File: config.mk
export PLATFORM = sky130hd
export DESIGN_NAME = windowed_mismatch_extension_top
export DESIGN_NICKNAME = d
export VERILOG_FILES = /design/src/hdl/wme_pkg.sv /design/src/hdl/windowed_mismatch_extension_top.sv
export SDC_FILE = /design/constraint.sdc
export NUM_CORES = 1
export LEC_CHECK = 0
export ABC_AREA = 1
export BUFFER_PORTS_ARGS = -buffer_cell sky130_fd_sc_hd__clkbuf_2
export CELL_PAD_IN_SITES_DETAIL_PLACEMENT = 0
export CELL_PAD_IN_SITES_GLOBAL_PLACEMENT = 1
export CORE_AREA = 2 2 145 253
export DETAILED_ROUTE_END_ITERATION = 8
export DIE_AREA = 0 0 147 255
export PLACE_DENSITY_LB_ADDON = 0.1
export SYNTH_ARGS = -nofsm -noshare
export SYNTH_HDL_FRONTEND = slang
export SYNTH_SLANG_ARGS = --single-unit
File: constraint.sdc
create_clock -name clk -period 4.81 [get_ports clk]
set_clock_uncertainty 0.15 [all_clocks]
set_input_delay 0.2405 -clock clk [delete_from_list [all_inputs] [get_ports clk]]
set_output_delay 0.2405 -clock clk [all_outputs]
set_load 0.05 [all_outputs]
File: src/hdl/wme_pkg.sv
package wme_pkg;

	localparam int WINDOW_MAX = 64;
	localparam int LEN_BITS   = 24;

	// ring address and count widths follow from the largest window
	localparam int PTR_W = (WINDOW_MAX > 1) ? $clog2(WINDOW_MAX) : 1;
	localparam int CNT_W = $clog2(WINDOW_MAX + 1);

	localparam int WS_W   = 7;
	localparam int LIM_W  = 7;
	localparam int RUN_W  = 8;
	localparam int BASE_W = 3;
	localparam int ADDR_W = 4;
	localparam int DATA_W = 32;

	localparam logic [LEN_BITS-1:0] LEN_MAX = '1;
	localparam logic [RUN_W-1:0]    RUN_MAX = '1;

	localparam logic [WS_W-1:0]  RST_WINDOW_SIZE    = WS_W'(16);
	localparam logic [LIM_W-1:0] RST_MISMATCH_LIMIT = LIM_W'(7);
	localparam logic [RUN_W-1:0] RST_MIN_RUN        = RUN_W'(3);

	// register index, taken from paddr[3:2]
	localparam logic [1:0] REG_WINDOW_SIZE    = 2'd0;
	localparam logic [1:0] REG_MISMATCH_LIMIT = 2'd1;
	localparam logic [1:0] REG_MIN_RUN        = 2'd2;

endpackage

File: src/hdl/windowed_mismatch_extension_top.sv
// Windowed mismatch extension. Feed the symbol pairs of one extension attempt, the first one
// flagged start_attempt; the block counts mismatches (an N symbol always mismatches) over the
// last window_size pairs and tracks runs of matches. When the window count exceeds
// mismatch_limit, or at the pair flagged last_pair, one result comes out: the length up to the
// end of the last qualifying match run and whether the limit ended the attempt. Pairs after
// that are dropped until the next start. Throughput is one pair per clock cycle, set by the
// single read-modify-write of the 64 x 1 mismatch ring memory: the ring bit is read at the
// edge a pair is accepted and written back when that pair leaves stage 1, with a forwarding path for a
// back-to-back pair hitting the same entry (window size 1). A result lands in the output
// register when its pair leaves stage 1. The input stalls only while a result waits
// in the output register under out_stall and the next result is ready behind it. The ring
// has per-entry valid bits that a start clears all at once, so there is no clearing
// pass after reset. Registers sit at byte addresses 0 (window_size), 4 (mismatch_limit) and
// 8 (min_run); write them only while the block is idle.
module windowed_mismatch_extension_top (
	input  logic                           clk,
	input  logic                           arst_n,
	// APB configuration port
	input  logic                           psel,
	input  logic                           penable,
	input  logic                           pwrite,
	input  logic [wme_pkg::ADDR_W-1:0]     paddr,
	input  logic [wme_pkg::DATA_W-1:0]     pwdata,
	output logic [wme_pkg::DATA_W-1:0]     prdata,
	output logic                           pready,
	// pair input
	input  logic                           in_valid,
	output logic                           in_stall,
	input  logic [wme_pkg::BASE_W-1:0]     data_base,
	input  logic [wme_pkg::BASE_W-1:0]     ref_base,
	input  logic                           start_attempt,
	input  logic                           last_pair,
	// result output
	output logic                           out_valid,
	input  logic                           out_stall,
	output logic [wme_pkg::LEN_BITS-1:0]   extension_len,
	output logic                           stopped_by_mismatches
);

	localparam int PTR_W = wme_pkg::PTR_W;
	localparam int CNT_W = wme_pkg::CNT_W;
	localparam int LEN_W = wme_pkg::LEN_BITS;
	localparam int RUN_W = wme_pkg::RUN_W;

	// ---------------------------------------------------------------- configuration
	logic [wme_pkg::WS_W-1:0]  window_size_q;
	logic [wme_pkg::LIM_W-1:0] mismatch_limit_q;
	logic [RUN_W-1:0]          min_run_q;
	logic                      cfg_wr;

	assign pready = 1'b1;
	assign cfg_wr = psel & penable & pwrite & pready;

	always_ff @(posedge clk or negedge arst_n) begin
		if (!arst_n) begin
			window_size_q    <= wme_pkg::RST_WINDOW_SIZE;
			mismatch_limit_q <= wme_pkg::RST_MISMATCH_LIMIT;
			min_run_q        <= wme_pkg::RST_MIN_RUN;
		end else if (cfg_wr) begin
			case (paddr[3:2])
				wme_pkg::REG_WINDOW_SIZE:    window_size_q    <= pwdata[wme_pkg::WS_W-1:0];
				wme_pkg::REG_MISMATCH_LIMIT: mismatch_limit_q <= pwdata[wme_pkg::LIM_W-1:0];
				wme_pkg::REG_MIN_RUN:        min_run_q        <= pwdata[RUN_W-1:0];
				default: ;
			endcase
		end
	end

	always_comb begin
		prdata = '0;
		case (paddr[3:2])
			wme_pkg::REG_WINDOW_SIZE:    prdata = wme_pkg::DATA_W'(window_size_q);
			wme_pkg::REG_MISMATCH_LIMIT: prdata = wme_pkg::DATA_W'(mismatch_limit_q);
			wme_pkg::REG_MIN_RUN:        prdata = wme_pkg::DATA_W'(min_run_q);
			default:                     prdata = '0;
		endcase
	end

	// Clamp the window: zero acts as one, anything above the ring depth as the depth.
	logic [CNT_W-1:0] ws_eff;

	always_comb begin
		if (window_size_q == '0)
			ws_eff = CNT_W'(1);
		else if (int'(window_size_q) > wme_pkg::WINDOW_MAX)
			ws_eff = CNT_W'(wme_pkg::WINDOW_MAX);
		else
			ws_eff = CNT_W'(window_size_q);
	end

	// ---------------------------------------------------------------- state
	logic                  ring_mem [wme_pkg::WINDOW_MAX];
	logic [wme_pkg::WINDOW_MAX-1:0] ring_vld_q;
	logic [PTR_W-1:0]      ptr_q;
	logic                  act_q;
	logic [CNT_W-1:0]      cnt_q;
	logic [RUN_W-1:0]      run_q;
	logic [LEN_W-1:0]      pos_q;
	logic [LEN_W-1:0]      best_q;

	// stage 1: the pair whose ring bit is being read back
	logic                  v_s1;
	logic                  start_s1;
	logic                  last_s1;
	logic                  miss_s1;
	logic [PTR_W-1:0]      addr_s1;
	logic                  rd_s1;
	logic                  vld_s1;
	logic                  fwdv_s1;
	logic                  fbit_s1;

	logic                  out_valid_q;
	logic [LEN_W-1:0]      out_len_q;
	logic                  out_stop_q;

	// ---------------------------------------------------------------- stage 1 update
	logic [CNT_W-1:0]      cnt_base, cnt_new;
	logic [RUN_W-1:0]      run_base, run_new;
	logic [LEN_W-1:0]      pos_base, pos_new, best_base, best_new;
	logic                  old_bit;
	logic                  over_s1;
	logic                  stop_s1;
	logic                  s1_go;
	logic                  hold;

	always_comb begin
		cnt_base  = start_s1 ? '0 : cnt_q;
		run_base  = start_s1 ? min_run_q : run_q;
		pos_base  = start_s1 ? '0 : pos_q;
		best_base = start_s1 ? '0 : best_q;

		// bit leaving the slot: forwarded from the pair just written, else memory if valid
		old_bit = fwdv_s1 ? fbit_s1 : (vld_s1 & rd_s1);
		cnt_new = cnt_base + CNT_W'(miss_s1) - CNT_W'(old_bit);

		pos_new  = (pos_base == wme_pkg::LEN_MAX) ? pos_base : pos_base + LEN_W'(1);
		best_new = best_base;
		if (miss_s1) begin
			run_new = '0;
		end else begin
			run_new = (run_base == wme_pkg::RUN_MAX) ? run_base : run_base + RUN_W'(1);
			if (run_new >= min_run_q)
				best_new = pos_new;
		end

		over_s1 = int'(cnt_new) > int'(mismatch_limit_q);
		stop_s1 = over_s1 | last_s1;
	end

	// Hold stage 1 only when it has a result and the output register cannot take it.
	assign s1_go    = v_s1 & (!stop_s1 | !out_valid_q | !out_stall);
	assign hold     = v_s1 & !s1_go;
	assign in_stall = hold;

	// ---------------------------------------------------------------- accept side
	logic                  accept;
	logic                  act_eff;
	logic                  proc;
	logic                  miss_in;
	logic [PTR_W-1:0]      ptr_base, addr_in, ptr_next;
	logic [CNT_W-1:0]      addr_inc;

	always_comb begin
		accept  = in_valid & !in_stall;
		// an attempt that ends in stage 1 this cycle no longer takes pairs
		act_eff = act_q & !(v_s1 & stop_s1);
		proc    = accept & (start_attempt | act_eff);
		miss_in = !((data_base == ref_base) && !data_base[2]);

		ptr_base = start_attempt ? '0 : ptr_q;
		addr_in  = (CNT_W'(ptr_base) >= ws_eff) ? '0 : ptr_base;
		addr_inc = CNT_W'(addr_in) + CNT_W'(1);
		ptr_next = (addr_inc >= ws_eff) ? '0 : addr_inc[PTR_W-1:0];
	end

	// ---------------------------------------------------------------- ring memory
	always_ff @(posedge clk) begin
		if (s1_go)
			ring_mem[addr_s1] <= miss_s1;
	end

	always_ff @(posedge clk) begin
		if (proc)
			rd_s1 <= ring_mem[addr_in];
	end

	// A start wipes the valid bits; the write of the pair ahead of it belongs to the old attempt.
	always_ff @(posedge clk or negedge arst_n) begin
		if (!arst_n)
			ring_vld_q <= '0;
		else if (proc && start_attempt)
			ring_vld_q <= '0;
		else if (s1_go)
			ring_vld_q[addr_s1] <= 1'b1;
	end

	// ---------------------------------------------------------------- pipeline control
	always_ff @(posedge clk or negedge arst_n) begin
		if (!arst_n) begin
			v_s1  <= 1'b0;
			act_q <= 1'b0;
			ptr_q <= '0;
		end else begin
			if (!hold)
				v_s1 <= proc;
			if (proc && start_attempt)
				act_q <= 1'b1;
			else if (s1_go && stop_s1)
				act_q <= 1'b0;
			if (proc)
				ptr_q <= ptr_next;
		end
	end

	// stage 1 payload: advance with each processed pair
	always_ff @(posedge clk) begin
		if (proc) begin
			start_s1 <= start_attempt;
			last_s1  <= last_pair;
			miss_s1  <= miss_in;
			addr_s1  <= addr_in;
			vld_s1   <= !start_attempt & ring_vld_q[addr_in];
			// the pair in stage 1 writes this entry at the same edge as the read
			fwdv_s1  <= !start_attempt & s1_go & (addr_s1 == addr_in);
			fbit_s1  <= miss_s1;
		end
	end

	// attempt counters: commit when stage 1 advances
	always_ff @(posedge clk or negedge arst_n) begin
		if (!arst_n) begin
			cnt_q  <= '0;
			run_q  <= wme_pkg::RST_MIN_RUN;
			pos_q  <= '0;
			best_q <= '0;
		end else if (s1_go) begin
			cnt_q  <= cnt_new;
			run_q  <= run_new;
			pos_q  <= pos_new;
			best_q <= best_new;
		end
	end

	// ---------------------------------------------------------------- output register
	always_ff @(posedge clk or negedge arst_n) begin
		if (!arst_n)
			out_valid_q <= 1'b0;
		else if (s1_go && stop_s1)
			out_valid_q <= 1'b1;
		else if (!out_stall)
			out_valid_q <= 1'b0;
	end

	always_ff @(posedge clk) begin
		if (s1_go && stop_s1) begin
			out_len_q  <= best_new;
			out_stop_q <= over_s1;
		end
	end

	assign out_valid             = out_valid_q;
	assign extension_len         = out_len_q;
	assign stopped_by_mismatches = out_stop_q;

`ifndef SYNTH
	a_cnt_bound: assert property (@(posedge clk) disable iff (!arst_n)
		int'(cnt_q) <= wme_pkg::WINDOW_MAX)
		else $error("mismatch count above ring depth");

	a_stall_cause: assert property (@(posedge clk) disable iff (!arst_n)
		in_stall |-> (v_s1 && stop_s1 && out_valid_q && out_stall))
		else $error("input stalled without a blocked result");

	a_result_load: assert property (@(posedge clk) disable iff (!arst_n)
		(s1_go && stop_s1) |=> out_valid)
		else $error("finished attempt did not reach the output register");

	a_end_attempt: assert property (@(posedge clk) disable iff (!arst_n)
		(s1_go && stop_s1 && !(proc && start_attempt)) |=> !act_q)
		else $error("attempt still active after its result");
`endif

endmodule

==> run_results.csv, run 1 <==
group,metric,value,unit
grt,grt_overflow,0,
placed_design,dp_hpwl,26900,um
cells_and_area,multi_input_area,5680,um^2
floorplanning,num_rows,92,
timing,setup_viol,0,
grt,met2_usage,41.7,%
clock_tree,root_buffer,"clkbuf_16",
synth,synth_cells,1718,
clock_tree,clk_latency,0.57,ns
cells_and_area,final_common_cell,"nand2_1",
power_and_ir_drop,power.total,8.15,mW
cells_and_area,fillers,3620,
synth,synth-edff-count,102,
clock_tree,cts_sinks,260,
power_and_ir_drop,intPower,4.92,mW
synth,syn_area_per_cell,8.18,um^2
cells_and_area,fin_nets,1876,
grt,antenna_found_initial,0,
synth,yosysSeqAreaShare,50.0,%
critical_path,start_kind,"flop",
timing,slew_violations,0,
critical_path,cp-end-kind,"output pin",
power_and_ir_drop,peakVddDrop,342,uV
cells_and_area,register_area,7030,um^2
timing,fin_crit,4.44,ns
floorplanning,die_w,147,um
clock_tree,numCtsBuffers,28,
critical_path,crit_path_frequent_cell,"inv_1",
grt,grt_pass1_vias,11300,
timing,max_slew_margin,19.1,%
critical_path,crit_buf_inv,6,
clock_tree,clk_pin_slew,0.07,ns
hold_path,hold_class,"in2async",
synth,synthFlopType,"dfrtp_1",
cells_and_area,layout-drive-gt1-share,11.3,%
grt,top_usage_layer,"met2",
cells_and_area,diodes,0,
power_and_ir_drop,switching_share,39.6,%
timing,max_freq,225,MHz
grt,met3_usage,2.21,%
placed_design,dpl_cell_area,14900,um^2
synth,synth_compound_area_share,10.5,%
timing,hold_viol_final,0,
power_and_ir_drop,p_leak,7.55,nW
cells_and_area,layout_common_cells,"nand2_1, inv_1, o21ai_0",
synth,synth_area,14100,um^2
placed_design,gp_congestion,0.832,
critical_path,arrival,4.05,ns
synth,yosys.area_share.adder,3.52,%
floorplanning,core-area,35700,um^2
detailed_routing,avgRoutedWirePerCell,17.3,um
cells_and_area,final_cell_area,16000,um^2
floorplanning,dieArea,37500,um^2
power_and_ir_drop,power_switching,3.23,mW
power_and_ir_drop,pwr-share-seq,35.3,%
critical_path,path_depth,20,
critical_path,required,4.42,ns
clock_tree,htreeDepth,1,
detailed_routing,vias,11400,
power_and_ir_drop,power_density,510,nW/um^2
synth,synthMuxAreaShare,0,%
floorplanning,initial_utilization,39.4,%
run,drv_cap,0,
clock_tree,cts_tree,"built",
detailed_routing,first_iter_violations,637,
grt,grt_pass1_wl,61800,um
timing,worstMarginPinSlew,1.20,ns
clock_tree,cts_setup_buffers,0,
synth,async_flop_share,60.8,%
floorplanning,die-height,255,um
detailed_routing,postRouteWirelength,39500,um
detailed_routing,vias_per_cell,4.98,
run_status,status,"finished, final reports clean",
synth,synth_cell_types,57,
synth,synth_xor_area_share,1.50,%
synth,ys_warn_count,0,
detailed_routing,drc,0,
critical_path,worstSetupPathType,"reg2out",
critical_path,crit_chain,"inv_4, nand2_1, ha_1, inv_1, ha_1, inv_1, fa_1, o21ai_1, a21o_1, a21oi_1, xnor2_1, ha_1, nand4_1, inv_1, nand2_1, a32o_1, nand2_1, nand3_1, inv_1, buf_12",
timing,rsz0062_at_grt,"no",
power_and_ir_drop,combPwrFrac,36.3,%
critical_path,r2r_setup_slack,0.45,ns
timing,tns,0,ns
floorplanning,io-pin-count,111,
critical_path,max_stage_delay,0.46,ns
critical_path,crit_fanout,3,
critical_path,reg2regPathDepth,21,
timing,whs,0.0956,ns
timing,period_share,92.3,%
synth,synthSimpleGateAreaFrac,23.9,%
clock_tree,clk_path_buf_depth,3,
grt,grt_usage,21.1,%
power_and_ir_drop,p_clk_share,28.4,%
synth,ys_ff_latch,260,
synth,synth_top_family_by_area,"simple AND/OR/NAND/NOR gates",
cells_and_area,area_delta_synth_final,13.7,%
placed_design,io_buffers,59,
grt,grt_max_degree,91,
critical_path,crit_family,"adder cells",
detailed_routing,drtAntennaViolNets,0,
critical_path,cp_slowest_cell,"edfxtp_1",
grt,use_met1,23.2,%
detailed_routing,firstDrtPassIters,5,
## timing repair
item	CTS	global route
endpoints found under the hold margin	94	0
hold buffers	14	0
gates resized for setup	0	4
setup endpoints to repair	0	12
## power by group through the flow
stage	clock [mW]	combinational, mW	sequential (mW)
2_1_floorplan	0	1.78	3.24
3_3_place_gp	0	2.96	2.91
3_5_place_dp	0	3.00	2.92
4_1_cts	2.38	3.02	2.88
5_1_grt	2.45	3.31	2.91
6_report	2.32	2.96	2.87
## registers in the layout, summed over array words and instances, names as in the netlist, 8 cells and up
register	cells
extension_len	24
pos_q	24
best_q	24
run_q	8
ring_vld_q	64
min_run_q	8
ring_mem	64
## synth_stat cells (2+ instances only)
cell / n / area, um^2
nand2_1: 435 / 1630
inv_1: 242 / 908
o21ai_0: 159 / 796
dfrtp_1: 150 / 3750
nor2_1: 149 / 559
nand3_1: 123 / 616
edfxtp_1: 102 / 3060
a21oi_1: 41 / 205
ha_1: 38 / 475
buf_2: 30 / 150
buf_4: 29 / 218
clkbuf_1: 22 / 82.6
nand4_1: 22 / 138
nor3_1: 20 / 100
xor2_1: 18 / 158
o21ai_1: 15 / 75.1
o31ai_1: 10 / 75.1
dfstp_2: 8 / 210
or2_2: 8 / 50.1
buf_1: 7 / 26.3
inv_2: 6 / 22.5
nor2_2: 6 / 37.5
o211ai_1: 6 / 45.0
o221ai_1: 6 / 52.6
xnor2_1: 6 / 52.6
nand3_2: 5 / 50.1
nor4_1: 5 / 31.3
o31ai_2: 5 / 62.6
buf_6: 4 / 45.0
nor3_2: 4 / 40.0
o21ai_2: 4 / 35.0
a31oi_1: 3 / 18.8
and2_1: 2 / 12.5
conb_1: 2 / 7.51
inv_4: 2 / 12.5
nand3b_1: 2 / 15.0
o2111ai_1: 2 / 17.5
## stage by stage
stage	instances	util, %	setup slack, ns
6_report	2278	44.8	0.370
5_1_grt	2278	44.8	0.0601
4_1_cts	2278	44.8	0.225
3_5_place_dp	2212	41.6	0.315
3_3_place_gp	2212	41.6	0.352
2_1_floorplan	1741	-	0.0743
## metal layers
| metal | routed length, um | vias to the layer above |
|---|---|---|
| met2 | 21700 | 248 |
| met5 | 0 | - |
| met4 | 1350 | 0 |
| met3 | 1310 | 76 |
| li1 | - | 5648 |
| met1 | 15200 | 5381 |
## worst paths after layout
path,start,to
setup / recovery,start_s1,in_stall
hold / removal,arst_n,min_run_q[7]
setup reg to reg,start_s1,ring_mem[1]
hold reg to reg,run_q[1],run_q[1]
max in group asynchronous,arst_n,ring_vld_q[15]
min in group clk,in_valid,v_s1
## cell families (layout without fill, tap and decap cells)
logic type / Yosys count / after routing
flip-flops: 260 / 260
buffers and inverters: 344 / 411
AO/OA/AOI/OAI: 260 / 260
XOR/XNOR: 24 / 24
other: 2 / 25
adder cells (fa/ha/maj): 39 / 39
AND/OR/NAND/NOR: 789 / 789
## cell type report
cell class              count  share of cell area, %
multi-input cells        1137                   35.6
clock inverters            11                  0.971
flip-flops and latches    260                   44.0
clock buffers              41                   5.14
inverters                 251                   5.93
repair buffers            108                   4.76
well taps                 470                   3.68
Power figures use the tool's default switching activity.
==> inputs of run 2 (changes only) <==
--- a/config.mk
+++ b/config.mk
@@ -13,6 +13,7 @@
 export DETAILED_ROUTE_END_ITERATION = 8
 export DIE_AREA = 0 0 147 255
 export PLACE_DENSITY_LB_ADDON = 0.1
+export RECOVER_POWER = 25
 export SYNTH_ARGS = -nofsm -noshare
 export SYNTH_HDL_FRONTEND = slang
 export SYNTH_SLANG_ARGS = --single-unit
==> run 2 against run 1 <==
Against the previous run: the flow now finishes with violations (capacitance limit, slew limit); hold slack gained 0.021 ns; clock power about the same; worst setup slack got worse by 0.0033 ns; register-to-register slack barely moved; sequential power about the same.
==> run_results.csv, run 2 (synthesis results as in run 1) <==
group,metric,value,unit
critical_path,worstSetupPathType,"reg2out",
clock_tree,root_buffer,"clkbuf_16",
grt,grt_overflow,0,
floorplanning,die-height,255,um
power_and_ir_drop,peakVddDrop,341,uV
critical_path,arrival,4.05,ns
grt,use_met1,23.2,%
timing,hold_viol_final,0,
power_and_ir_drop,switching_share,39.6,%
detailed_routing,postRouteWirelength,39500,um
timing,setup_viol,0,
power_and_ir_drop,p_clk_share,28.4,%
cells_and_area,diodes,0,
clock_tree,cts_setup_buffers,0,
critical_path,r2r_setup_slack,0.44,ns
critical_path,crit_path_frequent_cell,"inv_1",
power_and_ir_drop,intPower,4.92,mW
power_and_ir_drop,power_switching,3.23,mW
cells_and_area,fin_nets,1876,
clock_tree,numCtsBuffers,28,
hold_path,min_to,"v_s1",
detailed_routing,vias_per_cell,4.99,
hold_path,hold_path_depth,6,
grt,grt_pass1_wl,61800,um
power_and_ir_drop,pwr-share-seq,35.3,%
floorplanning,dieArea,37500,um^2
grt,met2_usage,41.7,%
grt,grt_pass1_vias,11300,
power_and_ir_drop,p_leak,7.54,nW
critical_path,r2r_end,"ring_mem[1]",
grt,grt_usage,21.1,%
cells_and_area,utilization,44.7,%
power_and_ir_drop,combPwrFrac,36.3,%
clock_tree,cts_tree,"built",
cells_and_area,top_regs,"ring_mem x64, ring_vld_q x64",
critical_path,crit_buf_inv,6,
floorplanning,num_rows,92,
grt,top_usage_layer,"met2",
placed_design,dpl_cell_area,14900,um^2
detailed_routing,drtAntennaViolNets,0,
power_and_ir_drop,power_density,511,nW/um^2
placed_design,gp_congestion,0.832,
critical_path,cp-end-kind,"output pin",
grt,met3_usage,2.21,%
timing,slew_violations,70,
clock_tree,clk_latency,0.57,ns
grt,grt_max_degree,91,
run_status,status,"complete, but fails checks",
critical_path,start_kind,"flop",
detailed_routing,drc,0,
placed_design,dp_hpwl,26900,um
hold_path,hold_class,"in2reg",
critical_path,rr_startpoint,"start_s1",
critical_path,crit_fanout,3,
cells_and_area,layout-drive-gt1-share,11.0,%
floorplanning,die_w,147,um
placed_design,io_buffers,59,
clock_tree,cts_sinks,260,
clock_tree,clk_path_buf_depth,3,
run,drv_cap,1,
detailed_routing,first_iter_violations,628,
cells_and_area,area_delta_synth_final,13.6,%
timing,fin_crit,4.44,ns
cells_and_area,layout_common_cells,"nand2_1, inv_1, o21ai_0",
timing,rsz0062_at_grt,"no",
timing,period_share,92.4,%
floorplanning,core-area,35700,um^2
detailed_routing,vias,11400,
clock_tree,htreeDepth,1,
detailed_routing,avgRoutedWirePerCell,17.4,um
critical_path,reg2regPathDepth,21,
detailed_routing,firstDrtPassIters,5,
critical_path,required,4.42,ns
critical_path,cp_slowest_cell,"edfxtp_1",
cells_and_area,final_cell_area,16000,um^2
critical_path,crit_family,"adder cells",
timing,tns,0,ns
floorplanning,io-pin-count,111,
timing,max_freq,225,MHz
timing,max_slew_margin,-136,%
cells_and_area,final_common_cell,"nand2_1",
run_status,violations,"capacitance limit, slew limit",
hold_path,hp-start,"in_valid",
critical_path,max_stage_delay,0.46,ns
floorplanning,initial_utilization,39.4,%
grt,antenna_found_initial,0,
critical_path,crit_chain,"inv_4, nand2_1, ha_1, inv_1, ha_1, inv_1, fa_1, o21ai_1, a21o_1, a21oi_1, xnor2_1, ha_1, nand4_1, inv_1, nand2_1, a32o_1, nand2_1, nand3_1, inv_1, buf_12",
clock_tree,clk_pin_slew,0.06,ns
timing,worstMarginPinSlew,3.54,ns
-- run 2: cell types whose count changed in the layout (fill, tap and decap cells not counted), sizes merged --
cell	change
buf	-1
clkdlybuf4s25	+1
-- run 2: area by class of cell --
class / instances / area (um^2)
Sequential cell: 260 / 7030
Clock inverter: 11 / 155
Inverter: 251 / 947
Clock buffer: 41 / 821
Timing Repair Buffer: 108 / 747
Fill cell: 3623 / 19700
Multi-Input combinational cell: 1137 / 5680
Tap cell: 470 / 588
-- run 2: per-stage QoR --
step | power, mW | hold slack (ns) | setup WS [ns] | std cells
3_3_place_gp | 5.87 | 0.177 | 0.352 | 2212
2_1_floorplan | 5.02 | -0.205 | 0.0743 | 1741
3_5_place_dp | 5.91 | 0.184 | 0.315 | 2212
4_1_cts | 8.27 | 0.0939 | 0.225 | 2278
6_report | 8.15 | 0.117 | 0.367 | 2278
5_1_grt | 8.68 | 0.139 | 0.0601 | 2278
-- run 2: worst max path at each step --
stage                     cells after the start  startpoint                to
after global routing                         20     fwdv_s1      ring_mem[17]
after global placement                       20     fwdv_s1       ring_mem[3]
after detailed placement                     21    start_s1      ring_mem[43]
after floorplan                              20    start_s1  extension_len[0]
after CTS                                    20    start_s1          in_stall
final                                        20    start_s1          in_stall
-- run 2: power by group through the flow --
stage	combinational (mW)	clock (mW)	sequential (mW)
floorplan	1.78	0	3.24
global placement	2.96	0	2.91
detailed placement	3.00	0	2.92
CTS	3.02	2.38	2.88
global route	3.31	2.45	2.91
finish	2.96	2.32	2.87
-- run 2: per-layer routing --
layer	wire [um]	vias up
li1	-	5649
met1	15200	5389
met2	21700	245
met3	1320	76
met4	1330	0
met5	0	-
-- run 2: timing repair --
| action | CTS | global route |
|---|---|---|
| resized for setup | 0 | 4 |
| endpoints found under the hold margin | 94 | 0 |
| hold buffers | 14 | 0 |
| setup endpoints to repair | 0 | 12 |
-- run 2: worst min-delay path, cell delays in order --
cell and delay (ns):
clkbuf_2 0.12, nand2_1 0.08, inv_1 0.05, nand2_1 0.06, buf_4 0.17, nand2_1 0.06
==> inputs of run 3 (changes only) <==
==> constraint.sdc (replaced) <==
create_clock -name clk -period 4.81 [get_ports clk]
set_clock_uncertainty 0.15 [all_clocks]
set_input_delay 0 -clock clk [delete_from_list [all_inputs] [get_ports clk]]
set_output_delay 0 -clock clk [all_outputs]
set_load 0.05 [all_outputs]
==> run 3 against run 2 <==
Against the previous run: global-route usage rose by 0.32 points; utilization down 0.088 points; clock power fell by 8%; hold slack lost 0.0063 ns; worst setup slack improved by 0.084 ns; highest routed layer unchanged; combinational power about the same; count of clock-buffer cells in the layout up 6; the flow still finishes with violations (capacitance limit, slew limit); non-clock buffer count up 9; critical path type is now reg2reg; maximum frequency up 1.9%; critical path depth up 1; register-to-register slack about the same; critical endpoint is now ring_mem[11]; die area unchanged; largest cell class unchanged.
==> run_results.csv, run 3 (synthesis results as in run 1) <==
group,metric,value,unit
run_status,status,"complete, but fails checks",
run_status,violations,"capacitance limit, slew limit",
critical_path,max_stage_delay,0.46,ns
detailed_routing,wl_met3,1400,um
run,drv_cap,2,
timing,slew_violations,152,
hold_path,hp-start,"psel",
detailed_routing,avgRoutedWirePerCell,17.4,um
detailed_routing,drc,0,
detailed_routing,top_layer_used,"met4",
timing,tns,0,ns
hold_path,hold_class,"in2reg",
floorplanning,core-area,35700,um^2
grt,grt_max_degree,100,
power_and_ir_drop,peakVddDrop,322,uV
floorplanning,initial_utilization,39.4,%
cells_and_area,layout-drive-gt1-share,9.25,%
timing,hold_viol_final,0,
cells_and_area,layout_common_cells,"nand2_1, inv_1, o21ai_0",
cells_and_area,register_area,7030,um^2
placed_design,dp_hpwl,26800,um
cells_and_area,fillers,3695,
detailed_routing,drtAntennaViolNets,0,
detailed_routing,wl_met1,15300,um
critical_path,worstSetupPathType,"reg2reg",
floorplanning,die-height,255,um
clock_tree,clk_latency,0.56,ns
clock_tree,cts_setup_buffers,0,
critical_path,rr_startpoint,"start_s1",
grt,grt_usage,21.5,%
timing,worst_slack,0.451,ns
critical_path,cp_slowest_cell,"edfxtp_1",
critical_path,crit_buf_inv,4,
critical_path,crit_path_start,"start_s1",
placed_design,io_buffers,59,
cells_and_area,diodes,0,
clock_tree,root_buffer,"clkbuf_16",
timing,fin_crit,4.36,ns
detailed_routing,postRouteWirelength,39800,um
critical_path,cp-end-kind,"flop",
clock_tree,htreeDepth,1,
critical_path,arrival,4.49,ns
timing,setup_viol,0,
critical_path,start_kind,"flop",
floorplanning,die_w,147,um
clock_tree,cts_sinks,260,
timing,period_share,90.6,%
cells_and_area,top_regs,"ring_mem x64, ring_vld_q x64",
grt,antenna_found_initial,0,
grt,grt_overflow,0,
detailed_routing,firstDrtPassIters,5,
detailed_routing,met2_length,21900,um
cells_and_area,multi_input_area,5680,um^2
clock_tree,clk_pin_slew,0.06,ns
detailed_routing,first_iter_violations,502,
power_and_ir_drop,p_leak,7.46,nW
clock_tree,cts_tree,"built",
clock_tree,clk_path_buf_depth,3,
critical_path,required,4.94,ns
placed_design,place_ws,0.298,ns
placed_design,placedCellCount,2209,
clock_tree,numCtsBuffers,28,
timing,worstMarginPinSlew,2.72,ns
cells_and_area,final_common_cell,"nand2_1",
grt,grt_pass1_wl,62700,um
detailed_routing,vias_per_cell,4.93,
detailed_routing,vias,11300,
timing,rsz0062_at_grt,"no",
floorplanning,dieArea,37500,um^2
timing,max_freq,229,MHz
critical_path,crit_fanout,16,
critical_path,crit_family,"adder cells",
power_and_ir_drop,power_density,498,nW/um^2
critical_path,crit_path_frequent_cell,"nand2_1",
cells_and_area,layout.cells.non_filler,2287,
floorplanning,io-pin-count,111,
floorplanning,num_rows,92,
grt,grt_pass1_vias,11300,
critical_path,crit_chain,"inv_4, nand2_1, ha_1, inv_1, ha_1, inv_1, fa_1, o21ai_1, a21o_1, a21oi_1, xnor2_1, ha_1, a21oi_1, o21a_1, a32o_1, nand2_1, nand2_1, nand2_4, nor2_1, nand2_1, inv_1",
cells_and_area,area_delta_synth_final,13.4,%
placed_design,gp_congestion,0.825,
cells_and_area,fin_nets,1885,
timing,max_slew_margin,-81.1,%
run 3: worst min-delay path, cell delays in order:
cell and delay (ns):
clkbuf_2 0.08, and3_1 0.17, nand3_1 0.42, o21ai_0 0.14
run 3: area by class of cell:
| type | count | share of cell area (%) |
|---|---|---|
| well taps | 470 | 3.69 |
| repair buffers | 117 | 5.03 |
| flip-flops and latches | 260 | 44.1 |
| clock buffers | 47 | 5.43 |
| multi-input cells | 1137 | 35.6 |
| inverters | 251 | 5.94 |
| clock inverters | 5 | 0.173 |
run 3: timing repair:
item,4_1_cts,5_1_grt
resized for setup,0,3
endpoints found under the setup margin,0,13
hold endpoints to repair,226,0
hold buffers,26,0
run 3: power by group:
group	internal, mW	leakage, nW	switching (mW)
registers	2.71	3.04	0.166
clock network	1.22	0.437	0.911
logic	0.795	3.98	2.14
total	4.72	7.46	3.21
run 3: final timing paths:
path,endpoint,slack (ns),depth (start not counted)
worst min register to register,run_q[1],0.33,2
min in group asynchronous,run_q[1],0.77,3
max in group asynchronous,ring_vld_q[47],0.93,4
worst max register to register,ring_mem[11],0.45,21
worst max-delay path,ring_mem[11],0.45,21
worst min-delay path,min_run_q[0],0.11,4
run 3: per-stage QoR:
step,hold WS [ns],utilization (%),area (um^2),power (mW)
floorplan,-0.446,-,14100,5.02
global placement,-0.104,41.6,14800,5.85
detailed placement,-0.103,41.6,14800,5.90
CTS,0.0172,44.8,16000,8.09
global route,0.120,44.7,15900,8.47
finish,0.110,44.7,15900,7.94
run 3: metal layers:
metal	vias to the layer above	track usage, %
li1	5672	-
met1	5354	23.9
met2	191	42.2
met3	63	2.53
met4	0	6.81
met5	-	0
